<file path="config.mk">
export PLATFORM = sky130hd
export DESIGN_NAME = euler_totient
export DESIGN_NICKNAME = d
export VERILOG_FILES = /design/src/rtl/etot_pkg.sv /design/src/rtl/etot_div.sv /design/src/rtl/euler_totient.sv
export VERILOG_INCLUDE_DIRS = /design/src /design/src/rtl
export SDC_FILE = /design/constraint.sdc
export NUM_CORES = 1
export LEC_CHECK = 0
export BUFFER_PORTS_ARGS = -buffer_cell sky130_fd_sc_hd__buf_2
export CORE_UTILIZATION = 35
export DETAILED_ROUTE_END_ITERATION = 7
export PLACE_DENSITY = 0.49
export SYNTH_ARGS = -nofsm -noshare
export SYNTH_HDL_FRONTEND = slang
export SYNTH_SLANG_ARGS = --single-unit
</file>
<file path="constraint.sdc">
create_clock -name clk -period 6.7 [get_ports clk]
set_input_delay 1.34 -clock clk [delete_from_list [all_inputs] [get_ports clk]]
set_output_delay 1.34 -clock clk [all_outputs]
set_load 0.02 [all_outputs]
</file>
<file path="src/rtl/euler_totient_assert.svh">
// assertion macros shared by the totient block
// expects clk and rst_n in the scope where a macro is used
`ifndef EULER_TOTIENT_ASSERT_SVH
`define EULER_TOTIENT_ASSERT_SVH

// property that must hold at every clock edge out of reset
`define ETOT_ASSERT(label, prop, msg) \
    label: assert property (@(posedge clk) disable iff (!rst_n) prop) else $error(msg);

// condition that must never be seen out of reset
`define ETOT_ASSERT_NEVER(label, expr, msg) \
    label: assert property (@(posedge clk) disable iff (!rst_n) !(expr)) else $error(msg);

`endif

</file>
<file path="src/rtl/etot_pkg.sv">
`timescale 1ns / 1ps
// shared constants and types for the totient block
// used by etot_div and euler_totient; no dependencies
package etot_pkg;

    localparam int WIDTH = 32;
    localparam int CNT_W = $clog2(WIDTH);

    // request into the shared divider
    typedef struct packed {
        logic             start;
        logic [WIDTH-1:0] dividend;
        logic [WIDTH-1:0] divisor;
    } div_ctl_t;

    // answer from the shared divider
    typedef struct packed {
        logic             done;
        logic [WIDTH-1:0] quotient;
        logic [WIDTH-1:0] remainder;
    } div_sts_t;

endpackage

</file>
<file path="src/rtl/etot_div.sv">
`timescale 1ns / 1ps
// iterative restoring divider, one quotient bit per cycle
// depends on etot_pkg
module etot_div
    import etot_pkg::*;
(
    input  logic     clk,
    input  logic     rst_n,
    input  div_ctl_t ctl,
    output div_sts_t sts
);

    typedef enum logic {
        D_IDLE,
        D_RUN
    } div_state_t;

    div_state_t       state_reg;
    logic [CNT_W-1:0] cnt_reg;
    logic [WIDTH-1:0] rem_reg;
    logic [WIDTH-1:0] quo_reg;
    logic [WIDTH-1:0] dvs_reg;
    logic             done_reg;

    logic [WIDTH:0]   rem_shift;
    logic             fits;
    logic [WIDTH:0]   rem_diff;
    logic [WIDTH-1:0] rem_next;
    logic [WIDTH-1:0] quo_next;

    // one trial subtraction
    always_comb
    begin
        rem_shift = {rem_reg, quo_reg[WIDTH-1]};
        fits      = (rem_shift >= {1'b0, dvs_reg});
        rem_diff  = rem_shift - {1'b0, dvs_reg};
        rem_next  = fits ? rem_diff[WIDTH-1:0] : rem_shift[WIDTH-1:0];
        quo_next  = {quo_reg[WIDTH-2:0], fits};
    end

    // sequencer and working registers
    always_ff @(posedge clk or negedge rst_n)
    begin
        if (!rst_n)
        begin
            state_reg <= D_IDLE;
            cnt_reg   <= '0;
            done_reg  <= 1'b0;
        end
        else
        begin
            done_reg <= 1'b0;
            unique case (state_reg)
                D_IDLE:
                begin
                    if (ctl.start)
                    begin
                        rem_reg   <= '0;
                        quo_reg   <= ctl.dividend;
                        dvs_reg   <= ctl.divisor;
                        cnt_reg   <= CNT_W'(WIDTH - 1);
                        state_reg <= D_RUN;
                    end
                end
                D_RUN:
                begin
                    rem_reg <= rem_next;
                    quo_reg <= quo_next;
                    cnt_reg <= cnt_reg - CNT_W'(1);
                    if (cnt_reg == '0)
                    begin
                        done_reg  <= 1'b1;
                        state_reg <= D_IDLE;
                    end
                end
                default:
                begin
                    state_reg <= D_IDLE;
                end
            endcase
        end
    end

    assign sts.done      = done_reg;
    assign sts.quotient  = quo_reg;
    assign sts.remainder = rem_reg;

endmodule

</file>
<file path="src/rtl/euler_totient.sv">
`timescale 1ns / 1ps
// Euler totient by trial division around one shared iterative divider
// depends on etot_pkg, etot_div and euler_totient_assert.svh
`include "euler_totient_assert.svh"

// Computes phi(n) for one 32-bit n per input transfer. Every step is one
// pass through the shared bit-serial divider. An item takes about
// c + k + m + 1 passes, where c is the number of candidate divisors
// tried (about floor(sqrt(n')), n' being what is left of n as factors are
// removed), k the number of prime factors found below the bound counted
// with multiplicity and m the number of distinct ones; the worst case is
// a large prime near 2^32, and phi(0) or phi(1) take a single pass. The
// input is not ready while an item is at work; a finished result sits in
// the output register and the next item may be taken while it waits.
module euler_totient
    import etot_pkg::*;
(
    input  logic             clk,
    input  logic             rst_n,
    input  logic             in_valid,
    output logic             in_ready,
    input  logic [WIDTH-1:0] n_value,
    output logic             out_valid,
    input  logic             out_ready,
    output logic [WIDTH-1:0] totient
);

    typedef enum logic [2:0] {
        S_IDLE,
        S_CHECK,
        S_STRIP,
        S_PHI,
        S_LAST,
        S_DONE
    } state_t;

    state_t           state_reg;
    logic [WIDTH-1:0] rest_reg;
    logic [WIDTH-1:0] phi_reg;
    logic [WIDTH-1:0] d_reg;
    logic             div_start_reg;
    logic [WIDTH-1:0] div_a_reg;
    logic [WIDTH-1:0] div_b_reg;
    logic             out_valid_reg;
    logic [WIDTH-1:0] totient_reg;

    div_ctl_t         div_ctl;
    div_sts_t         div_sts;
    logic [WIDTH-1:0] d_inc;

    assign div_ctl.start    = div_start_reg;
    assign div_ctl.dividend = div_a_reg;
    assign div_ctl.divisor  = div_b_reg;

    etot_div u_div (
        .clk   (clk),
        .rst_n (rst_n),
        .ctl   (div_ctl),
        .sts   (div_sts)
    );

    assign d_inc = d_reg + WIDTH'(1);

    // trial division sequencer
    always_ff @(posedge clk or negedge rst_n)
    begin
        if (!rst_n)
        begin
            state_reg     <= S_IDLE;
            div_start_reg <= 1'b0;
            out_valid_reg <= 1'b0;
        end
        else
        begin
            div_start_reg <= 1'b0;
            if (out_valid_reg && out_ready && state_reg != S_DONE)
                out_valid_reg <= 1'b0;
            unique case (state_reg)
                S_IDLE:
                begin
                    if (in_valid)
                    begin
                        rest_reg      <= n_value;
                        phi_reg       <= n_value;
                        d_reg         <= WIDTH'(2);
                        div_a_reg     <= n_value;
                        div_b_reg     <= WIDTH'(2);
                        div_start_reg <= 1'b1;
                        state_reg     <= S_CHECK;
                    end
                end
                // bound test d <= rest / d and divisibility in one pass
                S_CHECK:
                begin
                    if (div_sts.done)
                    begin
                        if (d_reg > div_sts.quotient)
                        begin
                            if (rest_reg > WIDTH'(1))
                            begin
                                div_a_reg     <= phi_reg;
                                div_b_reg     <= rest_reg;
                                div_start_reg <= 1'b1;
                                state_reg     <= S_LAST;
                            end
                            else
                            begin
                                state_reg <= S_DONE;
                            end
                        end
                        else if (div_sts.remainder == '0)
                        begin
                            rest_reg      <= div_sts.quotient;
                            div_a_reg     <= div_sts.quotient;
                            div_b_reg     <= d_reg;
                            div_start_reg <= 1'b1;
                            state_reg     <= S_STRIP;
                        end
                        else
                        begin
                            d_reg         <= d_inc;
                            div_a_reg     <= rest_reg;
                            div_b_reg     <= d_inc;
                            div_start_reg <= 1'b1;
                        end
                    end
                end
                // divide out every further factor d
                S_STRIP:
                begin
                    if (div_sts.done)
                    begin
                        if (div_sts.remainder == '0)
                        begin
                            rest_reg      <= div_sts.quotient;
                            div_a_reg     <= div_sts.quotient;
                            div_start_reg <= 1'b1;
                        end
                        else
                        begin
                            div_a_reg     <= phi_reg;
                            div_start_reg <= 1'b1;
                            state_reg     <= S_PHI;
                        end
                    end
                end
                // phi -= phi / d, then next candidate
                S_PHI:
                begin
                    if (div_sts.done)
                    begin
                        phi_reg       <= phi_reg - div_sts.quotient;
                        d_reg         <= d_inc;
                        div_a_reg     <= rest_reg;
                        div_b_reg     <= d_inc;
                        div_start_reg <= 1'b1;
                        state_reg     <= S_CHECK;
                    end
                end
                // leftover prime factor
                S_LAST:
                begin
                    if (div_sts.done)
                    begin
                        phi_reg   <= phi_reg - div_sts.quotient;
                        state_reg <= S_DONE;
                    end
                end
                // hand the result to the output register once it is free
                S_DONE:
                begin
                    if (!out_valid_reg || out_ready)
                    begin
                        totient_reg   <= phi_reg;
                        out_valid_reg <= 1'b1;
                        state_reg     <= S_IDLE;
                    end
                end
                default:
                begin
                    state_reg <= S_IDLE;
                end
            endcase
        end
    end

    assign in_ready  = (state_reg == S_IDLE);
    assign out_valid = out_valid_reg;
    assign totient   = totient_reg;

    // checks on the sequencer and divider hand-off
    `ETOT_ASSERT(a_busy, (in_valid && in_ready) |=> !in_ready, "ready after transfer")
    `ETOT_ASSERT(a_div_b, div_start_reg |-> (div_b_reg != '0), "zero divisor at start")
    `ETOT_ASSERT_NEVER(a_done_idle, div_sts.done && (in_ready || state_reg == S_DONE), "stray answer")

endmodule

</file>
## After elaboration in Yosys (flattened, before gate mapping)

Index checks and enable logic that the tools add are counted.

- $add $sub $neg: 4
- Order comparisons: 3
- Equality and inequality tests: 18
- Multiplexer cells: 57
- Bitwise logic cells: 1
- Reductions and logical operators: 22

Operators with widths:

| kind | number |
|---|---|
| $mux W32 | 23 |
| $pmux W32 S3 | 3 |
| $pmux W32 S2 | 3 |
| $pmux W32 S4 | 1 |
| $sub A32 B32 Y32 | 2 |
| $ge A33 B32 Y1 | 1 |
| $add A32 B1 Y32 const B | 1 |
| $gt A32 B1 Y1 const B | 1 |
| $gt A32 B32 Y1 | 1 |
| $logic_not A32 Y1 | 1 |
| $mux W3 | 9 |
| $pmux W3 S6 | 1 |
| $reduce_and A6 Y1 | 3 |
| $mux W1 | 13 |
| $ne A2 B1 Y1 const B | 5 |
| $ne A2 B2 Y1 const B | 5 |
| $pmux W5 S2 | 1 |
| $ne A3 B3 Y1 const B | 3 |
| $reduce_and A8 Y1 | 1 |
| $reduce_and A7 Y1 | 1 |
| $eq A3 B2 Y1 const B | 2 |
| $eq A3 B3 Y1 const B | 2 |
| $reduce_and A3 Y1 | 2 |
| $reduce_bool A3 Y1 | 2 |
| other kinds (16) | 18 |

- Bits in registers: 300
- Input port bits: 36
- Word-level logic and storage cells: 120

## Logic depth before layout (Yosys ltp)

Gate-level depths: netlist of run 1.

- Depth after elaboration: 5
- Depth in mapped cells: 14

## Cells and area by module

A second synthesis of run 1 with hierarchy kept.

- Cells, all modules: 1,829
- Area, all modules: 18,437.7 um^2

Modules (own cells, without submodules):

| module | instances | cells each | area each (um^2) | seq. area each (um^2) |
|---|---|---|---|---|
| euler_totient | 1 | 1,275 | 12,319.3 | 5,890.6 |
| etot_div | 1 | 554 | 6,118.4 | 3,057.9 |

## Worst setup path before layout of run 1

Ideal clock, no wire load.

- Path kind: reg-to-reg
- From: register d_reg[23]
- To: register div_a_reg[0] (enable)
- Setup time: 0.470 ns
- Data arrival time: 4.490 ns
- Data required time: 6.230 ns
- Setup slack: 1.739 ns
- Cell stages (with the launch flop): 10
- Clock period less this slack: 4.961 ns
- Path through: edfxtp_1 > ha_1 > a21oi_1 > o21a_1 > o21ai_0 > a2111oi_2 > o22a_2 > buf_2 > nor2_1 > a21boi_0

- Word-level cells in the longest chain between the ends: 3

RTL lines:

| element | line | text |
|---|---|---|
| start, declared | euler_totient.sv:40 | `logic [WIDTH-1:0] d_reg;` |
| start signal, assigned | euler_totient.sv:121 | `d_reg <= d_inc;` |
| start signal, assigned | euler_totient.sv:153 | `d_reg <= d_inc;` |
| $gt A32 B32 Y1 | euler_totient.sv:97 | `if (d_reg > div_sts.quotient)` |
| $ne A3 B3 Y1 (no line) | -- |  |
| $reduce_and A7 Y1 (no line) | -- |  |
| end signal, assigned | euler_totient.sv:101 | `div_a_reg <= phi_reg;` |
| end signal, assigned | euler_totient.sv:114 | `div_a_reg <= div_sts.quotient;` |
| end signal, assigned | euler_totient.sv:122 | `div_a_reg <= rest_reg;` |
| end, declared | euler_totient.sv:42 | `logic [WIDTH-1:0] div_a_reg;` |

Every way passes these cells.
A chain may end at the register's enable or synchronous reset.

## Worst setup path after layout of run 1

- From: register u_div.quo_reg[31]
- To: register div_a_reg[30] (enable)

- Word-level cells in the longest chain between the ends: 3

RTL lines:

| element | line | text |
|---|---|---|
| start, declared | etot_div.sv:21 | `logic [WIDTH-1:0] quo_reg;` |
| start signal, assigned | etot_div.sv:59 | `quo_reg <= ctl.dividend;` |
| start signal, assigned | etot_div.sv:68 | `quo_reg <= quo_next;` |
| $gt A32 B32 Y1 | euler_totient.sv:97 |  |
| $ne A3 B3 Y1 (no line) | -- |  |
| $reduce_and A7 Y1 (no line) | -- |  |

Every way passes these cells.

==> impl_metrics.yaml, run 1 <==
outcome:
  outcome: "finished clean"
pwr:
  max-vdd-ir-drop_mv: 0.132
  power_leakage_nw: 7.74
  power_density_nw_per_um2: 283
setup_path:
  crit_path_start_kind: "flip-flop"
  slowest_stage: "nor4_1"
  max_stage_delay_ns: 0.75
  ff2ff_setup_slack_ns: 2.00
  end_kind: "flip-flop"
  cp_data_arrival_time_ns: 4.93
  cp_max_fo: 22
  crit_path_cell_trace: "inv_1, ha_1, nand4_1, nor4_1, and3_1, nand2b_1, o22a_2, nor2_1, a21boi_4, buf_4"
  critical_path_required_ns: 6.93
  path_buf_inv: 2
  cpLargestDelayFamily: "simple AND/OR/NAND/NOR gates"
  critPathKind: "flip-flop to flip-flop"
global_routing:
  grt_busiest_layer: "met2"
  gr-total-overflow: 0
  grtUsageMet2_pct: 33.0
  antenna_found_initial: 0
  first_global_vias: 14218
  met3_usage_pct: 2.97
  grt.total_usage_pct: 21.5
  met1_usage_pct: 30.0
  grt_pass1_wl_mm: 87.7
  grt_max_degree: 75
hold_path:
  hold_path_class: "flip-flop to flip-flop"
sta:
  period_needed_ns: 4.70
  tightest_slew_ns: 1.19
  fin_crit_sh_pct: 70.1
  maxSlewViolCount: 0
  setup_tns_ns: 0
  hold_viol: 0
  slew_headroom_pct: 20.3
  whs_ns: 0.413
  rsz0062_at_grt: "no"
  clock.fmax_mhz: 213
  worst_clock_skew_ns: 0.0290
  setup_viol_count_final: 0
finish:
  mostFrequentLayoutCell: "edfxtp_1"
  diodes: 0
  finish.instance_area_um2: 20600
  fill_cells: 5170
  fin_nets: 2029
  final_cell_mix: "edfxtp_1 (288), nand2_1 (233), a21oi_1 (204), nor2_1 (179), ha_1 (98)"
  drive_gt1_share_pct: 11.7
  area.growth.synth_to_final_pct: 11.8
clocking:
  post_cts_buffers: 0
  ctsHoldBuffers: 0
  cts-buffers-inserted: 38
  htreeDepth: 2
  clk_path_buf_depth: 3
  cts_tree: "done"
  ctsResizeCount: 0
  clock-sinks: 300
  clk_pin_slew_ns: 0.06
  clock_latency_ns: 0.57
  cts_root_buf: "clkbuf_16"
synthesis:
  ys_types: 90
  seq_area_frac_synth_pct: 48.5
  synthArstFlopShare_pct: 4.00
  syn_area_um2: 18400
  yosys.area.top_type: "edfxtp_1"
  ys_seq_elements: 300
  synthCells: 1854
  synth-edff-count: 288
  netlist.area_leader.share_pct: 46.9
  synth_area_leaders: "edfxtp_1 (47%), ha_1 (6.6%), a21oi_1 (5.6%), nand2_1 (4.8%), nor2_1 (3.8%)"
  ys.flop_type: "edfxtp_1"
  syn_nets: 1990
  syn_area_per_cell_um2: 9.95
  ys_warn_count: 0
detailed_routing:
  avgViaCountPerCell: 5.61
  drc: 0
  dr.first_iter.drc_count: 1441
  vias: 14596
  wl_mm: 57.7
  ant_nets: 0
  wl_per_cell_um: 22.2
  dr.pass1.iters: 8
floorplan:
  die_width_um: 232
  placementRows: 83
  ios: 70
  start_util_pct: 35.7
  core_area_um2: 51700
  dieArea_um2: 53600
  die_h_um: 232
placed_design:
  place_congestion: 0.895
  dp_hpwl_mm: 40.7
  port_buffers: 69
  placed_area_um2: 19400
job:
  maxCapViolCount: 0
## worst reg2reg max path, delay by kind of cell (launching register included)
| family | cells | cell delay (ns) |
|---|---|---|
| compound gates | 2 | 1.27 |
| flops | 1 | 0.43 |
| fa+ha+maj | 1 | 0.31 |
| buf+inv | 2 | 0.53 |
| simple gates | 5 | 1.84 |
## per-layer routing
metal | wire (µm) | part of all wire, %
met2 | 25400 | 44
met3 | 3460 | 6.0
met4 | 2480 | 4.3
met5 | 0 | 0
met1 | 26300 | 46
## final cells by class
cell class,count,area (µm²),share of cell area (%)
clock buffers,44,973,4.72
inverters,86,323,1.57
repair buffers,90,503,2.44
well taps,680,851,4.13
flip-flops and latches,300,8950,43.4
clock inverters,23,194,0.941
multi-input cells,1377,8820,42.8
## metrics by stage
stage / total power [mW] / cells / utilization [%] / worst slack [ns]
floorplan: 3.54 / 1854 / - / 1.74
CTS: 5.89 / 2600 / 39.9 / 2.06
global route: 6.16 / 2600 / 39.9 / 1.83
finish: 5.83 / 2600 / 39.9 / 2.00
detailed placement: 3.90 / 2533 / 37.6 / 2.05
global placement: 3.88 / 2533 / 37.6 / 2.13
## cells in the mapped netlist, types with 20 or more instances
master	count
ha_1	98
nor4_1	20
nand4_1	31
mux2_2	32
a21o_1	27
edfxtp_1	288
nand2_1	235
o21ai_0	89
clkbuf_1	60
a21oi_1	205
nor3_1	27
nand3_1	39
inv_1	84
a31oi_1	23
xor2_1	53
nor2_1	185
xnor2_1	53
a222oi_1	22
## logic make-up after synthesis
logic type / count (synthesis) / share of synthesized area (%)
AO/OA/AOI/OAI: 515 / 18.0
XOR/XNOR: 106 / 5.03
adder cells (fa/ha/maj): 100 / 6.86
buffers and inverters: 177 / 4.23
flip-flops: 300 / 48.5
multiplexers: 35 / 2.12
AND/OR/NAND/NOR: 621 / 15.3
## path summary, 6_finish.rpt
kind                               endpoint  cells past startpoint              start
setup / recovery              div_a_reg[30]                     10  u_div.quo_reg[31]
hold / removal             u_div.dvs_reg[1]                      0       div_b_reg[1]
setup reg to reg              div_a_reg[30]                     10  u_div.quo_reg[31]
hold reg to reg            u_div.dvs_reg[1]                      0       div_b_reg[1]
max in group asynchronous   u_div.state_reg                      1              rst_n
min in group asynchronous  u_div.cnt_reg[0]                      1              rst_n
## power by group
part,internal (mW),total (mW),switching [mW]
Sequential,2.24,2.36,0.118
Combinational,0.619,1.51,0.889
Clock,1.13,1.96,0.838
Total,3.99,5.83,1.84
(Power assumes the default switching activity.)
==> run 2: changes to the inputs <==
clock period = 4.6 ns   (was 6.7 ns; I/O delays follow)
==> run 2 against run 1 <==
Compared with the run above: sequential cell count did not move; cell count rose by 0.35%; setup slack got worse by 1.5 ns; power rose by 49%.
==> impl_metrics.yaml, run 2 (synthesis gave the netlist of run 1 again) <==
floorplan:
  ios: 70
  die_h_um: 232
  placementRows: 83
  dieArea_um2: 53600
  start_util_pct: 35.7
  die_width_um: 232
  core_area_um2: 51700
finish:
  mostFrequentLayoutCell: "edfxtp_1"
  diodes: 0
  final_cell_mix: "edfxtp_1 (288), nand2_1 (233), a21oi_1 (204), nor2_1 (180), ha_1 (98)"
  fin_nets: 2038
  finish.instance_area_um2: 20800
  area.growth.synth_to_final_pct: 12.8
  fin_util_pct: 40.2
  drive_gt1_share_pct: 12.2
hold_path:
  hold_path_class: "input pin to async pin"
detailed_routing:
  dr.first_iter.drc_count: 1364
  wl_mm: 56.7
  dr.pass1.iters: 6
  wl_per_cell_um: 21.7
  avgViaCountPerCell: 5.62
  ant_nets: 0
  vias: 14662
  drc: 0
sta:
  worst_clock_skew_ns: 0.0341
  hold_viol: 0
  setup_viol_count_final: 0
  maxSlewViolCount: 0
  period_needed_ns: 4.12
  clock.fmax_mhz: 243
  fin_crit_sh_pct: 89.6
  setup_slack_ns: 0.477
  slew_headroom_pct: 6.95
  rsz0062_at_grt: "no"
  tightest_slew_ns: 1.40
  whs_ns: 0.286
  setup_tns_ns: 0
outcome:
  outcome: "finished clean"
setup_path:
  crit_path_start_kind: "flip-flop"
  reg2reg_depth: 9
  r2r-start: "u_div.quo_reg[31]"
  cp_max_fo: 22
  end_kind: "flip-flop"
  cp_data_arrival_time_ns: 4.51
  r2r_end: "div_a_reg[21]"
  critPathKind: "flip-flop to flip-flop"
  critical_path_required_ns: 4.99
  ff2ff_setup_slack_ns: 0.48
global_routing:
  gr-total-overflow: 0
  grt_pass1_wl_mm: 87.0
  grt.total_usage_pct: 21.2
  grt_max_degree: 65
  first_global_vias: 14460
  antenna_found_initial: 0
clocking:
  htreeDepth: 2
  ctsHoldBuffers: 0
  cts_tree: "done"
  post_cts_buffers: 0
  cts-buffers-inserted: 37
  ctsResizeCount: 0
  clock-sinks: 300
  clk_pin_slew_ns: 0.06
  clock_latency_ns: 0.56
  cts_root_buf: "clkbuf_16"
  clk_path_buf_depth: 3
placed_design:
  pre_cts_slack_ns: 0.257
  place_congestion: 0.886
  dp_hpwl_mm: 40.5
  port_buffers: 69
  placed_area_um2: 19600
pwr:
  max-vdd-ir-drop_mv: 0.227
  power_leakage_nw: 7.82
  power_density_nw_per_um2: 416
job:
  maxCapViolCount: 0
## run 2: changes by cell type in the layout (fill, tap and decap cells not counted), moves of 2 or more
cell	before	now
bufinv_16	2	5
buf_12	0	3
inv_6	3	1
buf_4	21	28
clkinv_4	3	0
clkinvlp_4	1	5
clkinv_2	7	5
## run 2: metal layers
metal,share of wire [%],vias to the layer above,track usage [%]
met2,45,513,33.9
met3,6.0,98,2.92
met1,46,7062,29.3
met5,0,-,0
met4,2.8,0,6.97
li1,-,6989,-
## run 2: final cells by class
cell class                 instances  area (µm²)
clock buffer                      43         970
clock inverter                    23         277
fill                            5100       30900
inverter                          86         323
multi-input combinational       1377        8830
sequential                       300        8950
tap                              680         851
timing repair buffer             100         616
## run 2: stage by stage
step / instances / total power, mW
2_1_floorplan: 1854 / 5.16
3_3_place_gp: 2543 / 5.67
3_5_place_dp: 2543 / 5.68
4_1_cts: 2609 / 8.75
5_1_grt: 2609 / 9.13
6_report: 2609 / 8.67
## run 2: worst max-delay path by stage
stage / to / start / slack [ns] / cells after the start
global route: div_b_reg[14] / u_div.quo_reg[31] / 0.26 / 8
CTS: div_a_reg[21] / u_div.quo_reg[31] / 0.23 / 9
finish: div_a_reg[21] / u_div.quo_reg[31] / 0.48 / 9
floorplan: u_div.quo_reg[0] / rst_n / 0.37 / 1
detailed placement: div_a_reg[21] / u_div.quo_reg[31] / 0.26 / 9
global placement: div_a_reg[1] / u_div.quo_reg[31] / 0.29 / 9
## run 2: critical path, stage by stage, from the launching register on
cell and delay (ns):
edfxtp_1 0.50, inv_1 0.16, ha_1 0.32, nand4_1 0.17, nor4_2 0.62, nand2b_1 0.21, o22a_2 0.31, o22ai_2 1.08
a222oi_1 0.30, o21ai_0 0.26
## run 2: power breakdown
part / internal [mW] / switching, mW
logic: 0.909 / 1.30
clock network: 1.81 / 1.22
registers: 3.26 / 0.166
==> run 3: changes to the inputs <==
CELL_PAD_IN_SITES_DETAIL_PLACEMENT = 0   (was unset)
CELL_PAD_IN_SITES_GLOBAL_PLACEMENT = 1   (was unset)
CORE_MARGIN = 5   (was unset)
PLACE_DENSITY = 0.59   (was 0.49)
==> run 3 against run 2 <==
Compared with the run above: core utilization fell by 0.26 points; sequential power barely moved; die area rose by 7.0%; sequential cell count did not move; the flow now finishes with violations (design-rule violations); non-clock buffer count rose by 5.
==> impl_metrics.yaml, run 3 (synthesis gave the netlist of run 1 again) <==
clocking:
  ctsResizeCount: 0
  clk_pin_slew_ns: 0.05
  post_cts_buffers: 0
  cts_root_buf: "clkbuf_16"
  cts_tree: "done"
  clk_path_buf_depth: 3
  clock_latency_ns: 0.56
  htreeDepth: 2
  cts-buffers-inserted: 39
  clock-sinks: 300
  ctsHoldBuffers: 0
global_routing:
  first_global_vias: 14284
  grt.total_usage_pct: 20.0
  grt_pass1_wl_mm: 89.0
  antenna_found_initial: 1
  grt_max_degree: 65
  gr-total-overflow: 0
placed_design:
  dp_hpwl_mm: 41.9
  placed_area_um2: 19600
  placedCellCount: 2556
  port_buffers: 69
  place_congestion: 0.846
sta:
  hold_viol: 0
  worst_clock_skew_ns: 0.0318
  tightest_slew_ns: 1.27
  clock.fmax_mhz: 242
  setup_tns_ns: 0
  rsz0062_at_grt: "no"
  slew_headroom_pct: 15.6
  maxSlewViolCount: 0
  setup_viol_count_final: 0
  period_needed_ns: 4.13
  fin_crit_sh_pct: 89.8
floorplan:
  die_width_um: 240
  die_h_um: 240
  placementRows: 84
  dieArea_um2: 57400
  start_util_pct: 35.2
  core_area_um2: 52300
  ios: 70
outcome:
  failed_checks: "design-rule violations"
  outcome: "complete, but fails checks"
setup_path:
  end_kind: "flip-flop"
  r2r_end: "div_a_reg[10]"
  cpLargestDelayFamily: "compound AO/OA/AOI/OAI gates"
  worst-path-stages: 9
  critPathKind: "flip-flop to flip-flop"
  critical_path_required_ns: 5.00
  reg2reg_depth: 9
  slowest_stage: "o22ai_2"
  startpoint: "u_div.quo_reg[31]"
  path_buf_inv: 1
  max_stage_delay_ns: 0.98
  crit_path_cell_trace: "inv_1, ha_1, nand4_1, nor4_1, nand2b_1, o22a_2, o22ai_2, a222oi_1, o21ai_0"
  worstSetupEndpoint: "div_a_reg[10]"
  r2r-start: "u_div.quo_reg[31]"
  ff2ff_setup_slack_ns: 0.47
  cp_max_fo: 22
  crit_path_start_kind: "flip-flop"
  cp_data_arrival_time_ns: 4.53
finish:
  drive_gt1_share_pct: 12.4
  fin_nets: 2045
  mostFrequentLayoutCell: "edfxtp_1"
  final_cell_mix: "edfxtp_1 (288), nand2_1 (233), a21oi_1 (204), nor2_1 (180), ha_1 (98)"
  fin_util_pct: 40.0
  stdcell_count: 2628
  multiInputGateArea_um2: 8820
  regArea_um2: 8950
  area.growth.synth_to_final_pct: 13.4
  fill_cells: 5188
  finish.instance_area_um2: 20900
  diodes: 0
pwr:
  power_leakage_nw: 7.90
  max-vdd-ir-drop_mv: 0.226
  fin_total_pwr_mw: 8.88
  power_density_nw_per_um2: 424
detailed_routing:
  vias: 14717
  dr.pass1.iters: 8
  avgViaCountPerCell: 5.60
  wl_per_cell_um: 22.4
  wl_mm: 58.8
  drc: 3
  ant_nets: 0
  dr.first_iter.drc_count: 1164
hold_path:
  hold_path_class: "input pin to async pin"
job:
  maxCapViolCount: 0
[run 3: changes by cell type in the layout (fill, tap and decap cells not counted)]
cell,change
buf_12,-1
buf_4,+6
bufinv_16,+1
clkbuf_1,+4
clkbuf_16,+2
clkbuf_8,+1
clkinv_4,+1
clkinvlp_4,-4
inv_16,-1
inv_6,+2
nor4_1,+1
nor4_2,-1
[run 3: metrics by stage]
step | hold slack (ns) | setup slack, ns
after CTS | 0.277 | 0.422
after floorplan | 0.400 | 0.372
after global routing | 0.302 | 0.241
after global placement | 0.402 | 0.427
final | 0.292 | 0.468
after detailed placement | 0.405 | 0.401
[run 3: worst min-delay path by stage]
stage                              from                 to  slack, ns  depth (start not counted)
after detailed placement  div_b_reg[16]  u_div.dvs_reg[16]       0.40                          0
after global routing              rst_n       state_reg[2]       0.30                          1
after CTS                         rst_n       state_reg[2]       0.28                          1
after global placement    div_b_reg[22]  u_div.dvs_reg[22]       0.40                          0
after floorplan            div_b_reg[0]   u_div.dvs_reg[0]       0.40                          0
final                             rst_n          out_valid       0.29                          1
[run 3: power breakdown]
group	internal, mW	total (mW)	leakage [nW]	switching, mW
clock	1.96	3.22	0.648	1.26
sequential	3.26	3.43	2.79	0.165
combinational	0.906	2.22	4.46	1.32
[run 3: area by class of cell]
cell class              count  share of cell area (%)
clock inverters            22                    1.35
well taps                 688                    4.11
inverters                  86                    1.54
repair buffers            105                    3.06
flip-flops and latches    300                    42.8
clock buffers              50                    5.01
multi-input cells        1377                    42.2
[run 3: per-layer routing]
metal	vias to the layer above	routed length, µm	global-route usage [%]
met5	-	27	0
met4	4	1850	6.47
met3	99	3560	3.66
met2	459	26500	31.3
met1	7167	26900	28.3
li1	6988	-	-
